## config.mk

```make
export PLATFORM = sky130hd
export DESIGN_NAME = hcbd_front
export DESIGN_NICKNAME = d
export VERILOG_FILES = /design/src/hdl/hcbd_pkg.sv /design/src/hdl/hcbd_front.sv
export SDC_FILE = /design/constraint.sdc
export NUM_CORES = 1
export LEC_CHECK = 0
export BUFFER_PORTS_ARGS = -buffer_cell sky130_fd_sc_hd__buf_2
export CORE_ASPECT_RATIO = 1.2
export CORE_MARGIN = 2
export CORE_UTILIZATION = 39
export DETAILED_ROUTE_END_ITERATION = 8
export PLACE_DENSITY = 0.81
export REMOVE_ABC_BUFFERS = 1
export SKIP_LAST_GASP = 1
export SLEW_MARGIN = 40
export SYNTH_ARGS = -nofsm -noshare
export SYNTH_HDL_FRONTEND = slang
export SYNTH_SLANG_ARGS = --single-unit
```

## constraint.sdc

```tcl
create_clock -name clk -period 2.6 [get_ports clk]
set_input_delay 0.26 -clock clk [delete_from_list [all_inputs] [get_ports clk]]
set_output_delay 0.26 -clock clk [all_outputs]
set_load 0.01 [all_outputs]
```

## src/hdl/hcbd_pkg.sv

```systemverilog
package hcbd_pkg;

  localparam int ADDR_W          = 16;
  localparam int BYTE_W          = 8;
  localparam int KEY_W           = 40;
  localparam int ROW_W           = 5;
  localparam int MASK_W          = 4;
  localparam int REQ_W           = 3;
  localparam int EXT_W           = ADDR_W + 1;

  localparam int ROM_BYTES       = 16384;
  localparam int RAM_BASE        = 16384;
  localparam int RAM_DEPTH       = 49152;
  localparam int CONTENDED_BYTES = 16384;
  localparam int HALF_ROWS       = 8;

  localparam int ROM_AW          = $clog2(ROM_BYTES);
  localparam int RAM_AW          = $clog2(RAM_DEPTH);

  localparam int QUEUE_DEPTH     = 2;
  localparam int QUEUE_AW        = (QUEUE_DEPTH > 1) ? $clog2(QUEUE_DEPTH) : 1;
  localparam int QUEUE_CW        = $clog2(QUEUE_DEPTH + 1);

  localparam logic [EXT_W-1:0] ROM_LIMIT  = EXT_W'(ROM_BYTES);
  localparam logic [EXT_W-1:0] RAM_START  = EXT_W'(RAM_BASE);
  localparam logic [EXT_W-1:0] RAM_SPAN   = EXT_W'(RAM_DEPTH);
  localparam logic [EXT_W-1:0] CONT_LIMIT = EXT_W'(RAM_BASE + CONTENDED_BYTES);

  localparam logic [ADDR_W-1:0] RAM_FITTED_RESET = 16'd49152;

  localparam logic [BYTE_W-1:0] BUS_IDLE       = 8'hFF;
  localparam logic [ROW_W-1:0]  KEY_ROW_IDLE   = 5'h1F;
  localparam int                ROW_ADDR_LSB   = 8;

  typedef enum logic [REQ_W-1:0] {
    REQ_MEM_READ  = 3'd0,
    REQ_MEM_WRITE = 3'd1,
    REQ_IO_READ   = 3'd2,
    REQ_IO_WRITE  = 3'd3,
    REQ_INT_ACK   = 3'd4,
    REQ_ROM_LOAD  = 3'd5
  } req_code_t;

  typedef enum logic [2:0] {
    OP_NONE,
    OP_ROM_READ,
    OP_RAM_READ,
    OP_RAM_WRITE,
    OP_ROM_LOAD,
    OP_KEY_READ,
    OP_VIDEO_WRITE
  } op_kind_t;

  typedef struct packed {
    op_kind_t           kind;
    logic [ROM_AW-1:0]  rom_addr;
    logic [RAM_AW-1:0]  ram_addr;
    logic [BYTE_W-1:0]  data;
    logic               contended;
    logic [MASK_W-1:0]  charge_mask;
  } op_entry_t;

endpackage

```

## src/hdl/hcbd_front.sv

```systemverilog
module hcbd_front import hcbd_pkg::*; (
  input  logic              clk,
  input  logic              rst,
  input  logic              cfg_valid,
  output logic              cfg_ready,
  input  logic [ADDR_W-1:0] cfg_data,
  input  logic              in_valid,
  output logic              in_ready,
  input  logic [REQ_W-1:0]  req_type,
  input  logic [ADDR_W-1:0] bus_address,
  input  logic [BYTE_W-1:0] write_byte,
  input  logic [KEY_W-1:0]  key_lines,
  input  logic              ear_level,
  output logic              push_valid,
  input  logic              push_ready,
  output op_entry_t         push_entry
);

  logic [ADDR_W-1:0] ram_fitted;
  logic [EXT_W-1:0]  addr_ext;
  logic [ADDR_W-1:0] ram_off;
  logic              in_rom;
  logic              in_ram;
  logic              contended;
  logic              video_port;
  logic [ROW_W-1:0]  key_row;
  logic [BYTE_W-1:0] key_byte;

  assign cfg_ready = 1'b1;

  always_ff @(posedge clk) begin
    if (rst) begin
      ram_fitted <= RAM_FITTED_RESET;
    end else if (cfg_valid) begin
      ram_fitted <= cfg_data;
    end
  end

  assign addr_ext   = {1'b0, bus_address};
  assign ram_off    = bus_address - RAM_START[ADDR_W-1:0];
  assign in_rom     = addr_ext < ROM_LIMIT;
  assign in_ram     = !in_rom && (addr_ext >= RAM_START) && (ram_off < ram_fitted) &&
                      ({1'b0, ram_off} < RAM_SPAN);
  assign contended  = (addr_ext >= RAM_START) && (addr_ext < CONT_LIMIT);
  assign video_port = !bus_address[0];

  // AND the half-rows whose select line in the high address byte is low.
  always_comb begin
    key_row = KEY_ROW_IDLE;
    for (int r = 0; r < HALF_ROWS; r++) begin
      if (!bus_address[ROW_ADDR_LSB + r]) key_row = key_row & key_lines[ROW_W*r +: ROW_W];
    end
    key_byte = {1'b1, ear_level, 1'b1, key_row};
  end

  always_comb begin
    push_entry.rom_addr    = bus_address[ROM_AW-1:0];
    push_entry.ram_addr    = ram_off[RAM_AW-1:0];
    push_entry.data        = write_byte;
    push_entry.contended   = contended;
    push_entry.charge_mask = {contended && !video_port, contended && !video_port,
                              contended || video_port, contended};
    push_entry.kind        = OP_NONE;
    unique case (req_code_t'(req_type))
      REQ_MEM_READ: begin
        if (in_rom) push_entry.kind = OP_ROM_READ;
        else if (in_ram) push_entry.kind = OP_RAM_READ;
      end
      REQ_MEM_WRITE: begin
        if (in_ram) push_entry.kind = OP_RAM_WRITE;
      end
      REQ_IO_READ: begin
        if (video_port) begin
          push_entry.kind = OP_KEY_READ;
          push_entry.data = key_byte;
        end
      end
      REQ_IO_WRITE: begin
        if (video_port) push_entry.kind = OP_VIDEO_WRITE;
      end
      REQ_ROM_LOAD: begin
        if (in_rom) push_entry.kind = OP_ROM_LOAD;
      end
      default: push_entry.kind = OP_NONE;
    endcase
  end

  assign push_valid = in_valid;
  assign in_ready   = push_ready;

endmodule

```

# --- Word-level counts from Yosys, hierarchy flattened ---
# Index checks and enable logic that the tools add are counted.
word_totals:
  ff_bits: 16
  inputBits: 89
  output_inout_bits: 49
  wordCells: 44
op_classes:
  addsub: 1
  order_cmp: 5
  eq_ne: 4
  muxes: 17
  bitwise: 7
  reduce_logical: 9
op_table:
  columns: ["op", "n"]
  rows:
  - ["$mux 5", 8]
  - ["$and 5x5->5", 7]
  - ["$lt 16x16->1 const B", 2]
  - ["$ge 16x15->1 const B", 1]
  - ["$lt 16x15->1 const B", 1]
  - ["$lt 16x16->1", 1]
  - ["$mux 8", 2]
  - ["$sub 16x15->16 const B", 1]
  - ["$pmux 3 s5", 1]
  - ["$mux 3", 3]
  - ["$eq 3x2->1 const B", 2]
  - ["$mux 2", 3]
  - ["$logic_and 1x1->1", 5]
  - ["$eq 3x1->1 const B", 1]
  - ["$eq 3x3->1 const B", 1]
  - ["$logic_not 3->1", 1]
  - ["$logic_not 1->1", 2]
  - ["$logic_or 1x1->1", 1]

# --- Depth between registers and ports, before layout ---
logic_depth:
  ltp_word: 17
  mapped_depth: 8
  depth_no_buf: 8

# --- Least setup slack after synthesis ---
# No wires, ideal clock.
synth_timing:
  kind: "in2out"
  start: "input bus_address[14]"
  end: "output push_entry[44] (netlist name)"
  arrival_time_ns: 1.923
  required_ns: 2.340
  path_slack_ns: 0.417
  cell_stages: 8
  n_path_buf: 0
  path_cell_list: "inv_1 -> ha_1 -> inv_1 -> ha_1 -> nand4_1 -> or3b_4 -> a2111oi_4 -> o32ai_1"
synth_lines:
  columns: ["element", "line_no", "rtl"]
  rows:
  - ["start: declaration", "hcbd_front.sv:10", "input logic [ADDR_W-1:0] bus_address,"]
  - ["end: declaration", "hcbd_front.sv:16", "output op_entry_t push_entry"]

==> qor.csv <==
stage,metric,value,unit
run_status,outcome,finished clean,
layout,share of layout cells above drive strength 1,49.65,%
layout,"Most flops, register",ram_fitted,
synth,Mapped Cells,189,
critical_path,CP Cell Sequence,buf_2 -> inv_1 -> ha_1 -> inv_1 -> ha_1 -> nand4_1 -> or3b_4 -> a2111oi_4 -> o32ai_1 -> buf_2,
die,Die Y,74.12,um
synth,"EDFF count, synth",0,
sta,Final WS setup,170.6,ps
synth,syn avg cell area,8.454,um2
critical_path,"critical path fanouts, max",6,
global_routing,largest net degree at the start of global routing,19,
job,MaxCap Viol Count,0,
critical_path,Worst setup SP type,input pin,
critical_path,Worst EP arrival,2170,ps
placed_design,"worst slack, placed",99.70,ps
synth,Yosys reg bits,16,
global_routing,number of global-route vias before repair,1476,
power_and_ir_drop,Power Density,345.1,nW/um2
synth,Synth Flop Type,dfxtp_1,
synth,warnings from Yosys,0,
critical_path,end of the critical path,push_entry[44],
placed_design,port buffer count,132,
layout,most frequent cells in the layout,"132 x buf_2, 23 x inv_1, 21 x o22ai_1",
cts,CTS tree,yes,
sta,setup_tns,0,ps
synth,largest area contributor in the netlist,dfxtp_1,
critical_path,slowest CP cell,or3b_4,
cts,clock net sink count,16,
sta,RSZ-0062 raised after global routing,false,
critical_path,crit path capture type,output pin,
global_routing,initial antenna violation count,0,
sta,Fin Clk Skew,0,ps
routing,vias per std cell,4.746,
sta,# setup viols final,0,
critical_path,worst path required time,2340,ps
routing,drt pass-1 iters,4,
die,Core Footprint,3941,um2
cts,postcts setup bufs,0,
layout,# diodes,0,
routing,Post-route DRC,0,
placed_design,RD Place Congestion,0.7412,
routing,DRT iter0 DRCs,31,
cts,CTS H-tree depth,1,
die,Die Wd,62.43,um
synth,Synth area leaders,"dfxtp_1 20%, buf_4 16%, ha_1 13%, mux2i_1 9.4%, o22ai_1 8.2%",
critical_path,CP top delay family,adder cells,
placed_design,final HPWL from detailed placement,3638,um
synth,Post-Syn Area,1598,um2
sta,Final Max Slew Viols,0,
power_and_ir_drop,static leakage,0.001152,uW
layout,max reg flops,16,
synth,asr flop ratio synth,0,%
layout,# nets final,396,
synth,Yosys cell types,35,
layout,"commonest non-fill, non-tap cell in the layout",buf_2,
synth,"Seq/Total Area, Yosys",20.05,%
global_routing,Total Routing Usage GR,16.98,%
critical_path,Critical Path Stages,10,
critical_path,CP startpoint,bus_address[15],
critical_path,Register-to-Register Path Depth,2,
routing,WL per Instance,12.57,um
routing,via count,1623,
cts,Num CTS Buffers,3,
critical_path,crit path buf inv count,4,
critical_path,biggest cell delay along the critical path,410,ps
cts,CTS max path bufs,2,
die,Initial Util,40.54,%
sta,Fmax,411.6,MHz
layout,biggest regs,ram_fitted (16),
power_and_ir_drop,VDD IR max,0.2859,mV
die,Row Count,25,
sta,min cycle time layout,2429,ps
critical_path,CP Class,input pin to output pin,
die,Die Area,4627,um2
global_routing,global route total overflow,0,
synth,Synth top area share,20.05,%
die,# IOs,138,
sta,period utilization,93.44,%
global_routing,first-pass GRT wire length,6465,um
cts,"Reg clk slew, reported paths",50,ps
critical_path,Reg2Reg Setup Slack,1960,ps
routing,DRT antenna net count,0,
cts,worst-skew pair later-pin latency,240,ps
critical_path,RR Startpoint,ram_fitted[7]$_SDFFE_PP0P_,
hold_path,worst hold-check path type,input pin to flip-flop,
cts,clk root buf,clkbuf_8,
layout,fill count,393,
routing,total wire length,4298,um
critical_path,reg2reg end,ram_fitted[7]$_SDFFE_PP0P_,
sta,Fin. Hold Viols,0,
layout,Area Growth Syn to Fin,31.79,%
## synth_stat cells (2+ instances only)
cell / number
buf_4: 34
inv_1: 23
o22ai_1: 21
ha_1: 17
dfxtp_1: 16
mux2i_1: 15
nor2_1: 15
mux2_1: 6
nor4_1: 5
nand2_1: 4
a21o_1: 3
a21oi_1: 2
buf_2: 2
nand2b_1: 2
nand4_1: 2
o211ai_1: 2
or2_1: 2
## kinds of logic after synthesis
logic type,synth area share [%]
AO/OA/AOI/OAI,17.38
multiplexers,13.63
adder cells (fa/ha/maj),13.31
flip-flops,20.05
buffers and inverters,22.24
other,0.2347
AND/OR/NAND/NOR,13.16
## worst min-delay path by stage
stage,from,to,depth (start not counted)
final,cfg_data[15],ram_fitted[15]$_SDFFE_PP1P_,3
after detailed placement,ram_fitted[10]$_SDFFE_PP0P_,ram_fitted[10]$_SDFFE_PP0P_,2
after floorplan,rst,ram_fitted[0]$_SDFFE_PP0P_,1
after global routing,cfg_data[14],ram_fitted[14]$_SDFFE_PP1P_,3
after global placement,ram_fitted[3]$_SDFFE_PP0P_,ram_fitted[3]$_SDFFE_PP0P_,2
after CTS,cfg_data[15],ram_fitted[15]$_SDFFE_PP1P_,3
## stage by stage
step	total power (uW)	hold WS, ps	util [%]	instance area [um2]	instances
after global routing	778.1	258.0	53.43	2106	342
after floorplan	395.4	332.4	-	1329	152
final	726.7	247.0	53.43	2106	342
after detailed placement	560.7	481.3	52.38	2064	339
after global placement	552.6	474.3	52.38	2064	339
after CTS	735.5	241.2	53.43	2106	342
## layout make-up
cell class | count | area, um2 | share of cell area (%)
tap | 54 | 67.56 | 3.209
sequential | 16 | 320.3 | 15.21
timing repair buffer | 133 | 668.1 | 31.73
clock buffer | 3 | 41.29 | 1.961
multi-input combinational | 113 | 922.1 | 43.79
inverter | 23 | 86.33 | 4.100
## routing by layer
| layer | vias up | routed length [um] | global-route usage [%] |
|---|---|---|---|
| met5 | - | 0 | 0 |
| met4 | 0 | 16 | 4.198 |
| met3 | 2 | 232 | 1.815 |
| met2 | 62 | 2281 | 32.74 |
| met1 | 726 | 1768 | 20.33 |
| li1 | 833 | - | - |
## timing repair
action                     in CTS  in global routing
resized for setup               0                  0
hold buffers                    0                  0
setup endpoints to repair       0                  1
## where the power goes
group	switching, uW	total [uW]	internal (uW)
Sequential	7.29	268	260
Combinational	146	287	141
Clock	70.0	172	102
Total	224	727	503
## worst min-delay path, stage by stage
cell      delay (ps)
buf_2             80
nand2_1           50
o211ai_1          60
No activity file was read; power rests on OpenSTA's default activity.
