## src/hdl/hcbd_pkg.sv

```systemverilog
package hcbd_pkg;

  localparam int ADDR_W          = 16;
  localparam int BYTE_W          = 8;
  localparam int KEY_W           = 40;
  localparam int ROW_W           = 5;
  localparam int MASK_W          = 4;
  localparam int REQ_W           = 3;
  localparam int EXT_W           = ADDR_W + 1;

  localparam int ROM_BYTES       = 16384;
  localparam int RAM_BASE        = 16384;
  localparam int RAM_DEPTH       = 49152;
  localparam int CONTENDED_BYTES = 16384;
  localparam int HALF_ROWS       = 8;

  localparam int ROM_AW          = $clog2(ROM_BYTES);
  localparam int RAM_AW          = $clog2(RAM_DEPTH);

  localparam int QUEUE_DEPTH     = 2;
  localparam int QUEUE_AW        = (QUEUE_DEPTH > 1) ? $clog2(QUEUE_DEPTH) : 1;
  localparam int QUEUE_CW        = $clog2(QUEUE_DEPTH + 1);

  localparam logic [EXT_W-1:0] ROM_LIMIT  = EXT_W'(ROM_BYTES);
  localparam logic [EXT_W-1:0] RAM_START  = EXT_W'(RAM_BASE);
  localparam logic [EXT_W-1:0] RAM_SPAN   = EXT_W'(RAM_DEPTH);
  localparam logic [EXT_W-1:0] CONT_LIMIT = EXT_W'(RAM_BASE + CONTENDED_BYTES);

  localparam logic [ADDR_W-1:0] RAM_FITTED_RESET = 16'd49152;

  localparam logic [BYTE_W-1:0] BUS_IDLE       = 8'hFF;
  localparam logic [ROW_W-1:0]  KEY_ROW_IDLE   = 5'h1F;
  localparam int                ROW_ADDR_LSB   = 8;

  typedef enum logic [REQ_W-1:0] {
    REQ_MEM_READ  = 3'd0,
    REQ_MEM_WRITE = 3'd1,
    REQ_IO_READ   = 3'd2,
    REQ_IO_WRITE  = 3'd3,
    REQ_INT_ACK   = 3'd4,
    REQ_ROM_LOAD  = 3'd5
  } req_code_t;

  typedef enum logic [2:0] {
    OP_NONE,
    OP_ROM_READ,
    OP_RAM_READ,
    OP_RAM_WRITE,
    OP_ROM_LOAD,
    OP_KEY_READ,
    OP_VIDEO_WRITE
  } op_kind_t;

  typedef struct packed {
    op_kind_t           kind;
    logic [ROM_AW-1:0]  rom_addr;
    logic [RAM_AW-1:0]  ram_addr;
    logic [BYTE_W-1:0]  data;
    logic               contended;
    logic [MASK_W-1:0]  charge_mask;
  } op_entry_t;

endpackage

```

## src/hdl/hcbd_queue.sv

```systemverilog
module hcbd_queue import hcbd_pkg::*; (
  input  logic      clk,
  input  logic      rst,
  input  logic      push_valid,
  output logic      push_ready,
  input  op_entry_t push_entry,
  output logic      pop_valid,
  input  logic      pop_ready,
  output op_entry_t pop_entry
);

  op_entry_t             slots [QUEUE_DEPTH];
  logic [QUEUE_AW-1:0]   wr_ptr;
  logic [QUEUE_AW-1:0]   rd_ptr;
  logic [QUEUE_CW-1:0]   count;
  logic                  push;
  logic                  pop;

  assign push_ready = count != QUEUE_CW'(QUEUE_DEPTH);
  assign pop_valid  = count != '0;
  assign pop_entry  = slots[rd_ptr];
  assign push       = push_valid && push_ready;
  assign pop        = pop_valid && pop_ready;

  always_ff @(posedge clk) begin
    if (push) slots[wr_ptr] <= push_entry;
  end

  always_ff @(posedge clk) begin
    if (rst) begin
      wr_ptr <= '0;
      rd_ptr <= '0;
      count  <= '0;
    end else begin
      if (push) begin
        wr_ptr <= (wr_ptr == QUEUE_AW'(QUEUE_DEPTH - 1)) ? '0 : wr_ptr + 1'b1;
      end
      if (pop) begin
        rd_ptr <= (rd_ptr == QUEUE_AW'(QUEUE_DEPTH - 1)) ? '0 : rd_ptr + 1'b1;
      end
      if (push && !pop) count <= count + 1'b1;
      else if (pop && !push) count <= count - 1'b1;
    end
  end

endmodule

```

## config.mk

```make
export PLATFORM = sky130hd
export DESIGN_NAME = hcbd_queue
export DESIGN_NICKNAME = d
export VERILOG_FILES = /design/src/hdl/hcbd_pkg.sv /design/src/hdl/hcbd_queue.sv
export SDC_FILE = /design/constraint.sdc
export NUM_CORES = 1
export LEC_CHECK = 0
export BUFFER_PORTS_ARGS = -buffer_cell sky130_fd_sc_hd__buf_2
export CORE_UTILIZATION = 40
export CTS_CLUSTER_SIZE = 20
export DETAILED_ROUTE_END_ITERATION = 6
export GPL_ROUTABILITY_DRIVEN = 0
export PLACE_DENSITY = 0.74
export SLEW_MARGIN = 20
export SYNTH_ARGS = -nofsm -noshare
export SYNTH_HDL_FRONTEND = slang
export SYNTH_SLANG_ARGS = --single-unit
export TNS_END_PERCENT = 20
```

## constraint.sdc

```tcl
create_clock -name clk -period 3.05 [get_ports clk]
set_input_delay 0.1525 -clock clk [delete_from_list [all_inputs] [get_ports clk]]
set_output_delay 0.1525 -clock clk [all_outputs]
set_load 0.02 [all_outputs]
```

# Word-level counts from Yosys, hierarchy flattened
# Memory sizes are Yosys's and may differ from the RTL's. A register that Yosys moved wholly into a read port is not among the register bits.
# Index checks and enable logic that the tools add are counted.
# totals
reg_bits,4
word_cells,25
inputBits,50
mem_count,1
mem_bits_rw,92
# mem_list
memory,depth,word_bits,rd,rd_ports_with_merged_regs,wr,line,rtl
slots,2,46,1,1,1,hcbd_queue.sv:12,op_entry_t slots [QUEUE_DEPTH];
# op_classes
muxes,8
n_addsub,4
n_reduce_logical,8
n_eq_ne,1
# ops
operator,count
$mux W1,6
$logic_and A1 B1 Y1,4
$mux W2,2
$reduce_bool A2 Y1,2
$add A1 B1 Y1 const B,2
$add A2 B1 Y2 const B,1
$logic_not A1 Y1,2
$ne A2 B2 Y1 const B,1
$sub A2 B1 Y2 const B,1

# Depth between registers and ports, before layout
# Gate-level depths: netlist (run 1).
# depth
ltp_word,6
depth_mapped,6
ltp_nobuf,6

# Least setup slack after synthesis (run 1)
# No wires, ideal clock.
# synth_timing
path_type,register to register
from,register count[0]
to,memory slots[1][0] in the netlist's numbering (enable)
setup_ns,0.408
path_buffers,0
stages_incl_launch_ff,3
synth_period_minus_slack_ns,2.284
slack_ns,0.766
arrival_time_ns,1.876
cell_sequence,dfxtp_1 > nand2b_1 > and3_1
# synth_via
elab_chain_cells,4
# synth_rtl
item,line,rtl
start: declaration,hcbd_queue.sv:15,logic [QUEUE_CW-1:0] count;
start signal: assignment,hcbd_queue.sv:41,if (push && !pop) count <= count + 1'b1;
start signal: assignment,hcbd_queue.sv:42,else if (pop && !push) count <= count - 1'b1;
$ne A2 B2 Y1,hcbd_queue.sv:19,assign push_ready = count != QUEUE_CW'(QUEUE_DEPTH);
net push_ready,hcbd_queue.sv:5,"output logic push_ready,"
$logic_and A1 B1 Y1,hcbd_queue.sv:22,assign push = push_valid && push_ready;
$mux W1,hcbd_queue.sv:26,if (push) slots[wr_ptr] <= push_entry;
$mux W1 (implied by the code),hcbd_queue.sv:26,
end: declaration,hcbd_queue.sv:12,
# The timed path passes the listed nets, and every way through them passes these cells.

==> impl_metrics.toml, run 1 <==
[status]
outcome = "complete, no violations"

[final_layout]
n_fill_cell = 680
layout_commonest_cell = "buf_2"
fin_nets = 370
postLayoutCoreUtil_pct = 57.7
design_area_mm2 = 0.00484
syn2layout_area_growth_pct = 36.7
antenna_cells = 0
seq_area_mm2 = 0.00286
drive_gt1_share_pct = 51.2
multiInputGateArea_um2 = 638
layout_common_cells = "97 x buf_2, 92 x edfxtp_1, 46 x mux2_2, 46 x dlygate4sd3_1, 9 x clkbuf_8"

[synth]
netlist_area_mm2 = 0.00354
yosys_register_bits = 97
syn_inst = 167
synth_cell_types = 18
synth_area_leaders = "edfxtp_1 78%, mux2_2 15%, dfxtp_1 2.8%"
synth_warnings = 0
syn-num-nets = 218
yosysTopAreaCell = "edfxtp_1"
synth_top_area_share_pct = 78.1
ys_seq_area_share_pct = 80.9
syn_area_per_cell_um2 = 21.2

[timing]
hold_viol_final = 0
setup_ws_ns = 0.943
maxSlewViolCount = 0
relSlewSlack_pct = 31.2
setup_viol = 0
clock_skew_ns = 0.0130
worstMarginPinSlew_ns = 1.03
setup_tns_ns = 0
max_freq_mhz = 474
period_needed_ns = 2.11
rsz0062_at_grt = "false"
period_share_pct = 69.1

[clock_network]
cts_setup_buffers = 0
htreeDepth = 3
clkLatencyLatePin_ns = 0.35
cts_hold_buf = 46
cts_buffers = 9
cts_resized = 0
cts_tree = "done"
cts_root_buf = "clkbuf_8"
clock_path_buffers = 2
path_clk_slew_ns = 0.09
cts_sinks = 97

[worst_hold_path]
hold_path.class = "in2reg"

[critical_path]
cp_max_fo = 26
crit_buf_inv = 2
cp_data_arrival_time_ns = 1.95
slowest_delay_ns = 0.75
worstSetupPathType = "reg2out"
end_kind = "output port"
crit_family = "flip-flops"
r2r_slack_ns = 1.15
cp_slowest_cell = "dfxtp_2"
cp-start-kind = "register"
critPathRequiredTime_ns = 2.90
crit_chain = "buf_4 > mux2_2 > buf_2"

[placed_design]
port_buffers = 97
placed_area_mm2 = 0.00416
hpwlAfterDp_mm = 3.83
place_ws_ns = 1.13

[routing]
drc = 0
routedWlPerCell_um = 15.1
drt_iter0_markers = 66
drt_wl_total_mm = 6.47
vias = 2010
drtAntennaViolNets = 0
viasPerCell = 4.69
drtPass1Iterations = 4

[grt]
grt_pass1_vias = 2119
grt_antenna_before_repair = 0
grt_pass1_wl_mm = 9.89
grt_start_max_net_pins = 47
track_usage_pct = 15.0
grt_overflow = 0

[pwr]
switchingPower_w = 0.00110
p_total_w = 0.00368
p_int_w = 0.00258
power_frac_seq_pct = 47.8
ir_drop_mv = 0.373
swShare_pct = 29.9
comb_power_share_pct = 28.1
clockPowerShare_pct = 24.1
p_leak_nw = 1.83
p_per_area_mw_per_mm2 = 762

[die]
core_area_mm2 = 0.00838
die_area_mm2 = 0.00923
ioPinCount = 98
fp.dieW_um = 96.1
placementRows = 33
die_h_um = 96.1
start_util_pct = 42.2

[flow_run]
cap_violations = 0
stage by stage:
step | hold slack (ns) | std cells
6_report | 0.0228 | 429
2_1_floorplan | 0.222 | 167
3_3_place_gp | 0.342 | 367
3_5_place_dp | 0.344 | 367
5_1_grt | 0.0143 | 429
4_1_cts | 0.00261 | 429
state kept, by name, summed over array words and instances (netlist names), named ones only:
register,flops
slots,92
wr_ptr,1
count,2
rd_ptr,1
logic make-up after synthesis:
family	count (synthesis)	share of synthesized area, %
muxes	46	14.6
AOI/OAI and AO/OA	5	0.849
buffers and inverters	6	1.10
DFF	97	80.9
and+or+nand+nor	9	1.42
adders and majority gates	1	0.354
xor gates and xnor gates	3	0.743
synth_stat cells:
cell type	instances
a21oi_1	2
a21bo_2	1
ha_1	1
or2_2	1
and2_1	1
and3_1	1
o21ai_0	2
nor2_1	3
nand3b_1	1
inv_1	1
nand2b_1	1
buf_4	4
or3_1	1
mux2_2	46
edfxtp_1	92
buf_2	1
dfxtp_1	5
xor2_1	3
power groups by stage:
stage	registers (W)	logic (W)	clock network, W
after global routing	0.00178	0.00112	0.000967
after CTS	0.00177	0.00105	0.000919
after detailed placement	0.00180	0.000999	0
final	0.00176	0.00104	0.000890
after global placement	0.00178	0.000992	0
after floorplan	0.00173	0.000741	0
worst paths after layout:
path / startpoint / endpoint / cells after the start
max: register / pop_entry[2] / 3
min: rst / wr_ptr / 2
max reg2reg: count[0] / slots[0][30] / 3
min reg2reg: count[1] / count[1] / 2
per-layer routing:
| metal | vias up | global-route usage (%) | part of all wire, % |
|---|---|---|---|
| li1 | 956 | - | - |
| met1 | 978 | 16.6 | 41 |
| met2 | 64 | 26.5 | 51 |
| met3 | 12 | 4.58 | 5.5 |
| met4 | 0 | 6.84 | 2.1 |
| met5 | - | 0 | 0 |
cell type report:
cell class | count | share of cell area, %
clock inverters | 7 | 1.94
flip-flops and latches | 97 | 59.2
inverters | 1 | 0.0776
clock buffers | 9 | 2.56
well taps | 105 | 2.72
multi-input cells | 64 | 13.2
repair buffers | 146 | 20.3
(Power assumes the default switching activity.)
==> inputs of run 2 (changes only) <==
==> constraint.sdc (replaced) <==
create_clock -name clk -period 2.1 [get_ports clk]
set_input_delay 0.105 -clock clk [delete_from_list [all_inputs] [get_ports clk]]
set_output_delay 0.105 -clock clk [all_outputs]
set_load 0.02 [all_outputs]
==> impl_metrics.toml, run 2 (synthesis gave the netlist of run 1 again) <==
[clock_network]
cts_setup_buffers = 0
path_clk_slew_ns = 0.09
cts_buffers = 9
cts_root_buf = "clkbuf_8"
cts_resized = 0
htreeDepth = 3
cts_sinks = 97
cts_tree = "done"
clkLatencyLatePin_ns = 0.35
clock_path_buffers = 2

[final_layout]
fin_nets = 372
largest_reg_flops = 92
syn2layout_area_growth_pct = 37.5
layout_common_cells = "97 x buf_2, 92 x edfxtp_1, 47 x dlygate4sd3_1"
antenna_cells = 0
top_regs = "slots x92, count x2"
drive_gt1_share_pct = 51.2
design_area_mm2 = 0.00487
regMostFlops = "slots"
layout_commonest_cell = "buf_2"

[grt]
grt_start_max_net_pins = 47
grt_pass1_wl_mm = 8.70
grt_pass1_vias = 1948
grt_antenna_before_repair = 0
grt_overflow = 0
track_usage_pct = 13.0

[placed_design]
place_ws_ns = 0.470
hpwlAfterDp_mm = 3.53
placed_area_mm2 = 0.00418
port_buffers = 97

[critical_path]
r2r_cells = 5
worstSetupPathType = "reg2reg"
end_kind = "register"
cp_max_fo = 5
cp_slowest_cell = "dfxtp_1"
crit_chain = "nand2b_1 > and2_1 > ha_1 > or3_1 > a21oi_1"
cp-start-kind = "register"
rr_endpoint = "count[1]"
worstReg2RegStart = "count[0]"
cp_data_arrival_time_ns = 1.92
critPathRequiredTime_ns = 2.38
r2r_slack_ns = 0.46
slowest_delay_ns = 0.36

[routing]
vias = 1969
routedWlPerCell_um = 13.8
drt_iter0_markers = 29
viasPerCell = 4.57
drc = 0
drt_wl_total_mm = 5.96
drtPass1Iterations = 4
drtAntennaViolNets = 0

[timing]
period_share_pct = 78.1
rsz0062_at_grt = "false"
holdWs_ns = 0.0927
hold_viol_final = 0
setup_tns_ns = 0
max_freq_mhz = 610
maxSlewViolCount = 0
relSlewSlack_pct = 79.0
setup_ws_ns = 0.460
setup_viol = 0
period_needed_ns = 1.64
worstMarginPinSlew_ns = 0.312
clock_skew_ns = 0.0146

[pwr]
p_per_area_mw_per_mm2 = 1100
ir_drop_mv = 0.614
p_leak_nw = 1.84

[die]
core_area_mm2 = 0.00838
ioPinCount = 98
fp.dieW_um = 96.1
placementRows = 33
start_util_pct = 42.2
die_h_um = 96.1
die_area_mm2 = 0.00923

[worst_hold_path]
hold-path-endpoint = "wr_ptr"
worstHoldStart = "push_valid"
min_path_cells = 3
hold_path.class = "in2reg"

[flow_run]
cap_violations = 0

[status]
outcome = "complete, no violations"
## run 2: cell types whose count changed in the layout (fill, tap and decap cells not counted), sizes merged
cell,delta
dlygate4sd3,+1
clkinv,-2
inv,+1
clkbuf,+1
buf,+1
## run 2: stage by stage
step	util, %	total power, W	cells
finish	58.1	0.00536	431
global route	58.1	0.00562	431
CTS	58.1	0.00543	431
detailed placement	49.8	0.00407	368
global placement	49.8	0.00405	368
floorplan	-	0.00359	167
## run 2: timing repair
item,4_1_cts,5_1_grt
endpoints found under the hold margin,97,0
setup endpoints to repair,0,0
hold buffers,47,0
## run 2: critical path: cells and delay by family, from the launching register on
kind | cells | cell delay, ns
adder cells (fa/ha/maj) | 1 | 0.33
AND/OR/NAND/NOR | 3 | 0.75
flip-flops | 1 | 0.36
AO/OA/AOI/OAI | 1 | 0.14
## run 2: worst max-delay path by stage
stage | slack, ns | start | endpoint | cells past startpoint
floorplan | -0.02 | count[0] | slots[0][0] | 3
global route | 0.37 | count[0] | count[1] | 5
finish | 0.46 | count[0] | count[1] | 5
global placement | 0.55 | count[0] | count[1] | 5
CTS | 0.45 | count[0] | count[1] | 5
detailed placement | 0.47 | count[0] | count[1] | 5
## run 2: layer usage
| metal | global-route usage (%) | routed length (µm) | share of wire, % | up-vias |
|---|---|---|---|---|
| li1 | - | - | - | 958 |
| met1 | 14.7 | 2550 | 43 | 937 |
| met3 | 3.48 | 279 | 4.7 | 10 |
| met5 | 0 | 0 | 0 | - |
| met2 | 23.2 | 3020 | 51 | 64 |
| met4 | 5.72 | 106 | 1.8 | 0 |
## run 2: power breakdown
| part | internal, W | switching, W | total [W] |
|---|---|---|---|
| clock | 0.000678 | 0.000619 | 0.00130 |
| sequential | 0.00242 | 0.0000696 | 0.00249 |
| combinational | 0.000683 | 0.000895 | 0.00158 |
| total | 0.00378 | 0.00158 | 0.00536 |
## run 2: layout make-up
class | instances | area (µm²)
sequential | 97 | 2860
fill | 657 | 3520
multi-input combinational | 64 | 638
inverter | 1 | 3.75
clock inverter | 6 | 90.1
timing repair buffer | 148 | 1010
tap | 105 | 131
clock buffer | 10 | 128
==> inputs of run 3 (changes only) <==
--- a/config.mk
+++ b/config.mk
@@ -10,7 +10,7 @@
 export CTS_CLUSTER_SIZE = 20
 export DETAILED_ROUTE_END_ITERATION = 6
 export GPL_ROUTABILITY_DRIVEN = 0
-export PLACE_DENSITY = 0.74
+export PLACE_DENSITY = 0.76
 export SLEW_MARGIN = 20
 export SYNTH_ARGS = -nofsm -noshare
 export SYNTH_HDL_FRONTEND = slang
==> constraint.sdc (replaced) <==
create_clock -name clk -period 1.4 [get_ports clk]
set_input_delay 0.07 -clock clk [delete_from_list [all_inputs] [get_ports clk]]
set_output_delay 0.07 -clock clk [all_outputs]
set_load 0.02 [all_outputs]
==> impl_metrics.toml, run 3 (synthesis gave the netlist of run 1 again) <==
[placed_design]
placed_area_mm2 = 0.00429
hpwlAfterDp_mm = 4.02
dp_cells = 376
place_ws_ns = -0.127
port_buffers = 97

[final_layout]
layout_common_cells = "92 x edfxtp_1, 81 x buf_2, 47 x dlygate4sd3_1"
regMostFlops = "slots"
layout_commonest_cell = "edfxtp_1"
drive_gt1_share_pct = 53.2
syn2layout_area_growth_pct = 42.6
fin_nets = 380
largest_reg_flops = 92
antenna_cells = 0
design_area_mm2 = 0.00505
fin_cells = 438
top_regs = "slots x92, count x2"

[die]
start_util_pct = 42.2
die_area_mm2 = 0.00923
placementRows = 33
core_area_mm2 = 0.00838
die_h_um = 96.1
fp.dieW_um = 96.1
ioPinCount = 98

[clock_network]
htreeDepth = 3
cts_sinks = 97
cts_root_buf = "clkbuf_8"
clkLatencyLatePin_ns = 0.34
path_clk_slew_ns = 0.07
cts_buffers = 9
cts_tree = "done"
clock_path_buffers = 2

[timing]
clock_skew_ns = 0.0125
period_share_pct = 106
setup_viol = 51
setup_ws_ns = -0.0834
max_freq_mhz = 674
maxSlewViolCount = 0
hold_viol_final = 0
period_needed_ns = 1.48
rsz0062_at_grt = "true"
worstMarginPinSlew_ns = 0.178
relSlewSlack_pct = 88.1

[routing]
vias = 2044
routedWlPerCell_um = 14.7
drtPass1Iterations = 5
viasPerCell = 4.67
drtAntennaViolNets = 0
drt_wl_total_mm = 6.43
drt_iter0_markers = 52
drc = 0

[critical_path]
worstSetupPathType = "reg2out"
slowest_delay_ns = 0.38
critPathRequiredTime_ns = 1.33
cp_data_arrival_time_ns = 1.41
cp_max_fo = 23
cp-start-kind = "register"
crit_chain = "buf_12 > mux2_2 > buf_4"
cp_slowest_cell = "dfxtp_4"
end_kind = "output port"

[grt]
grt_pass1_wl_mm = 9.43
grt_start_max_net_pins = 25
grt_overflow = 0
grt_antenna_before_repair = 0
grt_pass1_vias = 2005
track_usage_pct = 14.3

[pwr]
p_leak_nw = 1.91
ir_drop_mv = 0.863
p_total_w = 0.00835
p_per_area_mw_per_mm2 = 1650

[status]
violations = "setup timing"
outcome = "finished, violations left"

[worst_hold_path]
hold_path.class = "in2reg"

[flow_run]
cap_violations = 0
[run 3: cell count changes in the layout (fill, tap and decap cells not counted), sizes merged]
cell | before | now
buf | 101 | 109
inv | 3 | 0
clkinv | 1 | 3
clkbuf | 10 | 9
clkinvlp | 1 | 2
[run 3: worst max-delay path, delay by kind of cell, from the launching register on]
kind     cells  cell delay [ns]
mux          1             0.36
flops        1             0.38
buf+inv      2             0.34
[run 3: layout make-up]
cell class	count	area (µm²)
clock buffers	9	124
clock inverters	6	83.8
fillers	630	3330
inverters	1	7.51
multi-input cells	64	659
flip-flops and latches	97	2870
well taps	105	131
repair buffers	156	1170
[run 3: stage by stage]
step	util (%)	hold WS [ns]	setup TNS (ns)
finish	60.2	0.0672	-3.01
global route	60.2	0.0688	-8.46
CTS	59.5	0.0504	-4.39
detailed placement	51.2	0.262	-1.56
global placement	51.2	0.259	-0.0571
floorplan	-	0.135	-23.93
[run 3: final timing paths]
| kind | from | to | slack, ns | depth (start not counted) |
|---|---|---|---|---|
| setup / recovery | register | pop_entry[2] | -0.08 | 3 |
| setup reg to reg | count[0] | count[1] | -0.07 | 6 |
| hold reg to reg | rd_ptr | rd_ptr | 0.52 | 2 |
| hold / removal | push_valid | wr_ptr | 0.07 | 3 |
[run 3: timing repair]
action	4_1_cts	5_1_grt
hold endpoints to repair	97	0
setup endpoints to repair	93	94
resized for setup	8	21
hold buffers	47	0
buffers inserted	0	0
pin swaps	1	0
[run 3: report_power, final]
part	internal, W	switching, W	total [W]
clock	0.000987	0.000864	0.00185
combinational	0.00132	0.00142	0.00274
sequential	0.00363	0.000124	0.00376
total	0.00594	0.00241	0.00835
[run 3: layer usage]
layer,up-vias,GRT usage (%),share of wire [%]
met5,-,0,0
met4,0,7.71,2.0
met3,12,3.63,5.5
met2,70,25.1,53
met1,984,16.0,39
li1,978,-,-
